[src/hdl/rcs_pkg.sv]
package rcs_pkg;

  localparam int COORD_BITS   = 20;
  localparam int ANGLE_BITS   = 16;
  localparam int SCREEN_BITS  = 13;
  localparam int EDGE_MARGIN  = 5;
  localparam int RANGE_BITS   = 16;
  localparam int WIN_BITS     = 12;
  localparam int CFG_IDX_BITS = 3;

  localparam int CORDIC_STEPS = 15;
  localparam int CORDIC_START = 19898;
  localparam int TRIG_MAX     = 32767;

  localparam logic [CFG_IDX_BITS-1:0] REG_VIEW_RANGE    = 3'd0;
  localparam logic [CFG_IDX_BITS-1:0] REG_WINDOW_LEFT   = 3'd1;
  localparam logic [CFG_IDX_BITS-1:0] REG_WINDOW_TOP    = 3'd2;
  localparam logic [CFG_IDX_BITS-1:0] REG_WINDOW_WIDTH  = 3'd3;
  localparam logic [CFG_IDX_BITS-1:0] REG_WINDOW_HEIGHT = 3'd4;

  typedef struct packed {
    logic signed [COORD_BITS-1:0] target_x;
    logic signed [COORD_BITS-1:0] target_y;
    logic signed [COORD_BITS-1:0] viewer_x;
    logic signed [COORD_BITS-1:0] viewer_y;
    logic [ANGLE_BITS-1:0]        heading;
  } in_word_t;

  typedef struct packed {
    logic [SCREEN_BITS-1:0] screen_x;
    logic [SCREEN_BITS-1:0] screen_y;
  } out_word_t;

  // Arctangent of 2^-i in units of a quarter turn over 16384.
  function automatic int atan_unit(input int i);
    int a;
    case (i)
      0:  a = 8192;
      1:  a = 4836;
      2:  a = 2555;
      3:  a = 1297;
      4:  a = 651;
      5:  a = 326;
      6:  a = 163;
      7:  a = 81;
      8:  a = 41;
      9:  a = 20;
      10: a = 10;
      11: a = 5;
      12: a = 3;
      default: a = 1;
    endcase
    return a;
  endfunction

endpackage

[src/hdl/rcs_div.sv]
module rcs_div import rcs_pkg::*; #(
  parameter int NUM_BITS  = 32,
  parameter int DEN_BITS  = 16,
  parameter int Q_BITS    = 16,
  parameter int SIDE_BITS = 1
) (
  input  logic                 clk_i,
  input  logic                 rst_ni,
  input  logic                 en_i,
  input  logic                 valid_i,
  input  logic [NUM_BITS-1:0]  num_i,
  input  logic [DEN_BITS-1:0]  den_i,
  input  logic [SIDE_BITS-1:0] side_i,
  output logic                 valid_o,
  output logic [Q_BITS-1:0]    quot_o,
  output logic [SIDE_BITS-1:0] side_o
);

  localparam int WW = NUM_BITS + DEN_BITS + Q_BITS;

  logic [NUM_BITS-1:0]  rem_q   [Q_BITS];
  logic [DEN_BITS-1:0]  den_q   [Q_BITS];
  logic [Q_BITS-1:0]    quot_q  [Q_BITS];
  logic [SIDE_BITS-1:0] side_q  [Q_BITS];
  logic                 valid_q [Q_BITS];

  // One quotient bit per stage, most significant first. The caller
  // guarantees the quotient fits in Q_BITS.
  for (genvar k = 0; k < Q_BITS; k++) begin : g_step
    localparam int Bit = Q_BITS - 1 - k;
    logic [NUM_BITS-1:0]  rem_in;
    logic [DEN_BITS-1:0]  den_in;
    logic [Q_BITS-1:0]    quot_in;
    logic [SIDE_BITS-1:0] side_in;
    logic                 valid_in;
    logic [WW-1:0]        dsh;
    logic                 ge;
    logic [NUM_BITS-1:0]  rem_d;
    logic [Q_BITS-1:0]    quot_d;

    if (k == 0) begin : g_first
      assign rem_in   = num_i;
      assign den_in   = den_i;
      assign quot_in  = '0;
      assign side_in  = side_i;
      assign valid_in = valid_i;
    end else begin : g_next
      assign rem_in   = rem_q[k-1];
      assign den_in   = den_q[k-1];
      assign quot_in  = quot_q[k-1];
      assign side_in  = side_q[k-1];
      assign valid_in = valid_q[k-1];
    end

    always_comb begin
      dsh       = WW'(den_in) << Bit;
      ge        = WW'(rem_in) >= dsh;
      rem_d     = ge ? NUM_BITS'(WW'(rem_in) - dsh) : rem_in;
      quot_d    = quot_in;
      quot_d[Bit] = ge;
    end

    always_ff @(posedge clk_i or negedge rst_ni) begin
      if (!rst_ni) begin
        valid_q[k] <= 1'b0;
      end else if (en_i) begin
        valid_q[k] <= valid_in;
      end
    end

    always_ff @(posedge clk_i) begin
      if (en_i) begin
        rem_q[k]  <= rem_d;
        den_q[k]  <= den_in;
        quot_q[k] <= quot_d;
        side_q[k] <= side_in;
      end
    end
  end

  assign valid_o = valid_q[Q_BITS-1];
  assign quot_o  = quot_q[Q_BITS-1];
  assign side_o  = side_q[Q_BITS-1];

endmodule

[config.mk]
export PLATFORM = sky130hd
export DESIGN_NAME = rcs_div
export DESIGN_NICKNAME = d
export VERILOG_FILES = /design/src/hdl/rcs_pkg.sv /design/src/hdl/rcs_div.sv
export SDC_FILE = /design/constraint.sdc
export NUM_CORES = 1
export LEC_CHECK = 0
export ABC_AREA = 1
export BUFFER_PORTS_ARGS = -buffer_cell sky130_fd_sc_hd__buf_2
export CAP_MARGIN = 20
export CORE_ASPECT_RATIO = 0.8
export CORE_MARGIN = 3
export CORE_UTILIZATION = 45
export CTS_BUF_LIST = sky130_fd_sc_hd__clkbuf_4
export DETAILED_ROUTE_END_ITERATION = 7
export PLACE_DENSITY_LB_ADDON = 0.08
export SETUP_SLACK_MARGIN = 0.2
export SYNTH_ARGS = -nofsm -noshare
export SYNTH_HDL_FRONTEND = slang
export SYNTH_SLANG_ARGS = --single-unit
[constraint.sdc]
create_clock -name clk_i -period 2.01 [get_ports clk_i]
set_input_delay 0.1005 -clock clk_i [delete_from_list [all_inputs] [get_ports clk_i]]
set_output_delay 0.1005 -clock clk_i [all_outputs]
set_load 0.02 [all_outputs]
==> run metrics, run 1 <==
Die Y around 310 microns; sw frac 39.5%; syn_area_per_cell 8.35 sq um; first-pass GRT wire length 257 mm; dpl cell area ~0.067 sq mm; fillers approximately 9400; clock tree sinks slightly below 900; vias in the first global route approximately 47000; Skew-Pair Late Insertion Delay roughly 1.2 ns; final worst-path cycle share 112%; grt met1 use 39.4%; RSZ-0062 raised after global routing yes; Final Hold Viols 0; GRT busiest layer met2; Least-Margin Pin Slew between 0.6 and 0.7 ns; CTS tree built; hold_sp en_i; critical path required time approximately 3 ns; core area 0.116 sq mm; clock skew about 0.085 ns; gp weighted congestion slightly above 0.9; Rows around 110; reg2reg setup slack -0.24 ns; Iteration-0 DRC Markers around 3500; Post-Synthesis Cells between 6000 and 7000; crit-path max FO 6; H-tree depth 4; warnings from Yosys 0; clk slew on worst S/H paths 0.08 ns; PortBufs 70; Psw 36800 uW; number of clock buffers inserted by TritonCTS between 200 and 250; outcome finished with violations; DRT Pass-1 Iters 6; grt ovf 0; Vias/cell around 4.9; DP HPWL 126 mm; share of layout cells above drive strength 1 approximately two fifths; num ports slightly above 70; final instance area slightly below 0.08 sq mm; Pint approximately 56000 uW; CP Launch Type flop; Reg2Reg Launch Point rem_q[0][245]$_DFFE_PP_; Worst R2R End rem_q[1][15]$_DFFE_PP_; final setup vio count 342; Pleak roughly 0.037 uW; grt met3 use 4.12%; Place WS -0.425 ns; clock power share 16.5%; arrival time at the worst endpoint 3.23 ns; routed vias 49156; synth unique cells 56; worst hold path cell count 3; wire length per cell between 15 and 20 microns; number of synthesized register bits ~890; slack of the critical path -0.236 ns; FMAX ~450 MHz; Syn Nets between 6000 and 7000; Tmin final between 2 and 2.5 ns; Routed Antenna Nets 0; Hold EP rem_q[0][232]$_DFFE_PP_; Routed WL around 170 mm; overall die area about 0.12 sq mm; starting density of the core 45.7%; WS Path Type flop to flop; Layout Nets approximately 8600; most common flop cell mapped by yosys edfxtp_1; Combinational Power Share 53.2%; met2 Track Usage GR about two fifths; HP Class input port to flop; Power Density between 1000 and 1500 mW/mm^2; pin count of the biggest net entering global routing 94; R2R depth 11; DRC 0; antenna violations before repair 9; sequential area share after synthesis 50.3%; GRT Overall Usage around 27%; Post-synth ARST share between 1.5 and 2%; max cap viols 0; total power between 90000 and 100000 uW; Area Growth Syn to Fin 48.7%; Post-synth EDFFs roughly 870; maximum VDD drop 0.852 mV; TNS Setup -37.65 ns; Max Root-Sink Buffers 3; Seq pwr share between 30% and 40%; Fin Hold WS between 0.07 and 0.08 ns; Crit. End Element flop; root buffer cell clkbuf_4; Max Slew Vio Count 0; synthesized area 0.0529 sq mm; Sequential Area 0.0266 sq mm; Rel. slew slack between 50% and 60%; most frequent cells in the layout nand2_1 (1732), buf_4 (1455), inv_1 (878); failing checks negative setup slack; commonest non-fill, non-tap cell in the layout nand2_1; Die Width about 390 microns; area of the multi-input gates 0.0282 sq mm
==> registers in the layout (all words and copies together) (netlist names) <==
register         count
valid_o              1
side_q              16
g_step.valid_in     15
den_q              240
quot_q             136
rem_q              480
==> synthesized netlist by cell type, types with 14 or more instances <==
cell         n  area (sq um)
ha_1       256          3200
nor3_1      63           315
fa_1        15           300
a21oi_1    235          1180
nand3b_1    50           375
nand3_1    367          1840
or2_2       16           100
a21oi_2     46           403
nand4_1     98           613
o21ai_2     27           236
buf_4       18           135
and2_1      14          87.6
nor2_1     541          2030
buf_6       18           203
xnor2_1     43           377
o21bai_1    25           188
inv_1     1037          3890
dfrtp_1     16           400
xor2_1     105           920
o21ai_0     92           460
nor2_2      17           106
edfxtp_1   872         26200
nand2_1   2242          8420
==> power groups by stage <==
stage / registers (uW) / clock network (uW) / logic, uW
floorplan: 27300 / 0 / 22900
global placement: 28600 / 0 / 40100
detailed placement: 28500 / 0 / 40400
CTS: 28200 / 16000 / 43300
global route: 28500 / 17000 / 54400
finish: 28300 / 15400 / 49600
==> worst max-delay path, cell delays in order (launching register included) <==
cell       delay, ns
edfxtp_1        0.48
ha_4            0.30
nand2_2         0.06
nand2_2         0.07
a21boi_4        0.18
o21ai_2         0.09
nor2_2          0.17
nand3_4         0.17
buf_6           0.18
clkbuf_16       0.17
nand2_4         0.06
nand2_2         0.05
==> worst max path at each step <==
stage | slack, ns | endpoint | startpoint
global route | -0.33 | rem_q[1][190]$_DFFE_PP_ | den_q[1][64]$_DFFE_PP_
detailed placement | -0.43 | rem_q[0][176]$_DFFE_PP_ | rem_q[0][141]$_DFFE_PP_
floorplan | 0.04 | rem_q[1][106]$_DFFE_PP_ | den_q[1][32]$_DFFE_PP_
global placement | -0.42 | rem_q[0][171]$_DFFE_PP_ | den_q[0][67]$_DFFE_PP_
finish | -0.24 | rem_q[1][15]$_DFFE_PP_ | rem_q[0][245]$_DFFE_PP_
CTS | -0.21 | rem_q[0][176]$_DFFE_PP_ | rem_q[0][141]$_DFFE_PP_
==> logic make-up (layout without fill, tap and decap cells) <==
| group | Yosys count | after routing | share of synthesized area [%] |
|---|---|---|---|
| xor+xnor | 148 | 148 | 2.45 |
| buf+inv | 1105 | 3223 | 8.40 |
| simple gates | 3463 | 3463 | 27.2 |
| mux | 2 | 2 | 0.0426 |
| fa+ha+maj | 271 | 271 | 6.63 |
| other cells | 0 | 8 | 0 |
| compound gates | 452 | 452 | 5.03 |
| flops | 888 | 888 | 50.3 |
==> metrics by stage <==
step	std cells	utilization, %
after floorplan	6329	-
after global placement	9105	57.8
after detailed placement	9105	57.8
after CTS	9738	63.5
after global routing	9980	68.0
final	9980	68.0
==> final cells by class <==
| class | instances | area share (%) |
|---|---|---|
| multi-input cells | 4336 | 35.9 |
| well taps | 1525 | 2.43 |
| diodes | 8 | 0.0255 |
| inverters | 1051 | 5.21 |
| repair buffers | 1776 | 18.9 |
| repair inverters | 10 | 0.167 |
| flip-flops and latches | 888 | 33.8 |
| clock buffers | 315 | 3.01 |
| clock inverters | 71 | 0.573 |
==> routing by layer <==
metal	vias up	part of all wire, %
li1	24524	-
met1	23015	47
met2	1330	45
met3	287	5.6
met4	0	2.8
met5	-	0
==> timing repair <==
action,in CTS,in global routing
endpoints found under the hold margin,954,5
hold buffers,110,1
setup buffers,121,211
pin swaps,118,314
gates resized for setup,394,879
cloned,16,23
setup endpoints to repair,375,392
Power figures use the tool's default switching activity.
==> run 2, diff against run 1 <==
--- a/config.mk
+++ b/config.mk
@@ -11,7 +11,6 @@
 export CORE_ASPECT_RATIO = 0.8
 export CORE_MARGIN = 3
 export CORE_UTILIZATION = 45
-export CTS_BUF_LIST = sky130_fd_sc_hd__clkbuf_4
 export DETAILED_ROUTE_END_ITERATION = 7
 export PLACE_DENSITY_LB_ADDON = 0.08
 export SETUP_SLACK_MARGIN = 0.2
==> run 2 against run 1 <==
Effect of this change: the flow still finishes with violations (negative setup slack); wire length grew 1.0%; non-clock buffer count increased by 48; design area up 2.0%; critical path depth rose by 1; cell count decreased by 1.7%; clock skew decreased by 0.056 ns; critical path type unchanged; critical endpoint is now rem_q[1][9]$_DFFE_PP_; highest routed layer unchanged.
==> run metrics, run 2 (same netlist as run 1, synthesis figures left out) <==
most used cell, CP nand2_2; Max Slew Vio Count 0; worst hold path cell count 2; Die Width between 300 and 400 microns; Rel. slew slack 52.9%; Sequential Area about 0.027 sq mm; clk slew on worst S/H paths 0.06 ns; failing checks negative setup slack; register with the most flip-flops rem_q; fillers ~8900; final worst-path cycle share 113%; Die Y 313 microns; Vias/cell between 4 and 5; Routed WL between 150 and 200 mm; cells along the critical path ha_4 -> nand2_2 -> nand2_2 -> a21boi_4 -> o21ai_2 -> nor2_2 -> nand3_4 -> buf_12 -> buf_12 -> buf_16 -> nand2_4 -> nand2_2; gp weighted congestion roughly 0.93; arrival time at the worst endpoint approximately 2.7 ns; vias in the first global route between 40000 and 50000; CTS tree built; Final Hold Viols 0; root buffer cell clkbuf_16; number of clock buffers inserted by TritonCTS about 90; clock skew 0.0286 ns; Util after Layout between 60% and 70%; maximum VDD drop between 0.9 and 1 mV; routed vias ~50000; FMAX between 400 and 500 MHz; area of the multi-input gates just under 0.03 sq mm; top flop regs rem_q x480, den_q x240, quot_q x136; Fin Hold WS ~0.12 ns; pin count of the biggest net entering global routing 94; DRT Pass-1 Iters 5; share of layout cells above drive strength 1 between 40% and 50%; wire length per cell about 18 microns; Area Growth Syn to Fin 51.7%; Routed Antenna Nets 0; first-pass GRT wire length 262 mm; TNS Setup -39.23 ns; WS Path Type flop to flop; Reg2Reg Launch Point rem_q[0][245]$_DFFE_PP_; commonest non-fill, non-tap cell in the layout nand2_1; GRT Overall Usage between 20% and 30%; Least-Margin Pin Slew around 0.70 ns; Iteration-0 DRC Markers between 3000 and 4000; most frequent cells in the layout nand2_1 (1672), buf_4 (1527), edfxtp_1 (872); Worst R2R End rem_q[1][9]$_DFFE_PP_; slack of the critical path -0.262 ns; Skew-Pair Late Insertion Delay just over 0.7 ns; RSZ-0062 raised after global routing yes; crit-path max FO 5; Hold EP rem_q[0][8]$_DFFE_PP_; R2R depth 12; Max Root-Sink Buffers 3; HP Class input port to flop; largest stage delay on the critical path about 0.50 ns; critical path required time around 2.5 ns; max reg flops 480; core area 0.116 sq mm; DP HPWL roughly 130 mm; Place WS -0.425 ns; outcome finished with violations; Tmin final approximately 2.3 ns; Crit. Startpoint rem_q[0][245]$_DFFE_PP_; reg2reg setup slack -0.26 ns; num ports 71; hold_sp num_i[8]; DRC 0; final setup vio count ~340; grt ovf 0; H-tree depth 3; PortBufs 70; antenna violations before repair 4; Layout Nets approximately 8500; Pleak between 0.03 and 0.04 uW; Power Density between 1000 and 1500 mW/mm^2; max cap viols 0; Rows 111; starting density of the core a little under half; Crit. End Element flop; clock tree sinks about 900; CP Launch Type flop; Worst path slowest cell edfxtp_1; overall die area between 0.1 and 0.15 sq mm
## run 2: cell types whose count changed in the layout (fill, tap and decap cells not counted), sizes merged
cell,change
inv,+8
dlygate4sd3,-54
clkbuf,-225
bufinv,+9
buf,+111
diode,-7
clkinv,-13
clkinvlp,+4
## run 2: repair_timing
item / in CTS / in global routing
resized for setup: 761 / 758
pin swaps: 206 / 308
endpoints found under the setup margin: 357 / 374
hold buffers: 55 / 0
cloned: 37 / 11
endpoints found under the hold margin: 179 / 0
setup buffers: 261 / 174
## run 2: how the worst max path moves through the flow
stage	to	slack, ns
3_5_place_dp	rem_q[0][176]$_DFFE_PP_	-0.43
4_1_cts	rem_q[0][183]$_DFFE_PP_	-0.19
2_1_floorplan	rem_q[1][106]$_DFFE_PP_	0.04
5_1_grt	rem_q[1][42]$_DFFE_PP_	-0.34
6_report	rem_q[1][9]$_DFFE_PP_	-0.26
3_3_place_gp	rem_q[0][171]$_DFFE_PP_	-0.42
## run 2: stage by stage
step           cell area (sq um)  cells  power [uW]
2_1_floorplan              55300   6329       50200
3_3_place_gp               66800   9105       68700
3_5_place_dp               66800   9105       68900
4_1_cts                    75900   9627       91800
5_1_grt                    80200   9812      103000
6_report                   80200   9813       97400
## run 2: area by class of cell
type                    count  share of cell area [%]
multi-input cells        4336                    36.1
flip-flops and latches    888                    33.2
repair inverters           19                   0.318
inverters                1051                    5.12
well taps                1525                    2.38
repair buffers           1824                    19.1
clock buffers              99                    2.90
clock inverters            70                   0.901
diodes                      1                 0.00312
## run 2: metal layers
| metal | vias to the layer above | routed length (microns) | global-route usage [%] |
|---|---|---|---|
| met5 | - | 0 | 0 |
| met4 | 0 | 5400 | 8.00 |
| met3 | 282 | 8550 | 3.48 |
| met2 | 1212 | 78900 | 43.4 |
| met1 | 23168 | 82000 | 39.8 |
| li1 | 24234 | - | - |
## run 2: report_power, final
| group | switching (uW) | leakage [uW] | internal [uW] |
|---|---|---|---|
| Sequential | 3190 | 0.00859 | 25100 |
| Clock | 7600 | 0.00150 | 9880 |
| Combinational | 26800 | 0.0271 | 24800 |
| Total | 37600 | 0.0372 | 59800 |
## run 2: worst max-delay path, delay by kind of cell, from the launching register on
family,cells,cell delay [ns]
buffers and inverters,3,0.43
flip-flops,1,0.50
AO/OA/AOI/OAI,2,0.27
AND/OR/NAND/NOR,6,0.51
adder cells (fa/ha/maj),1,0.30
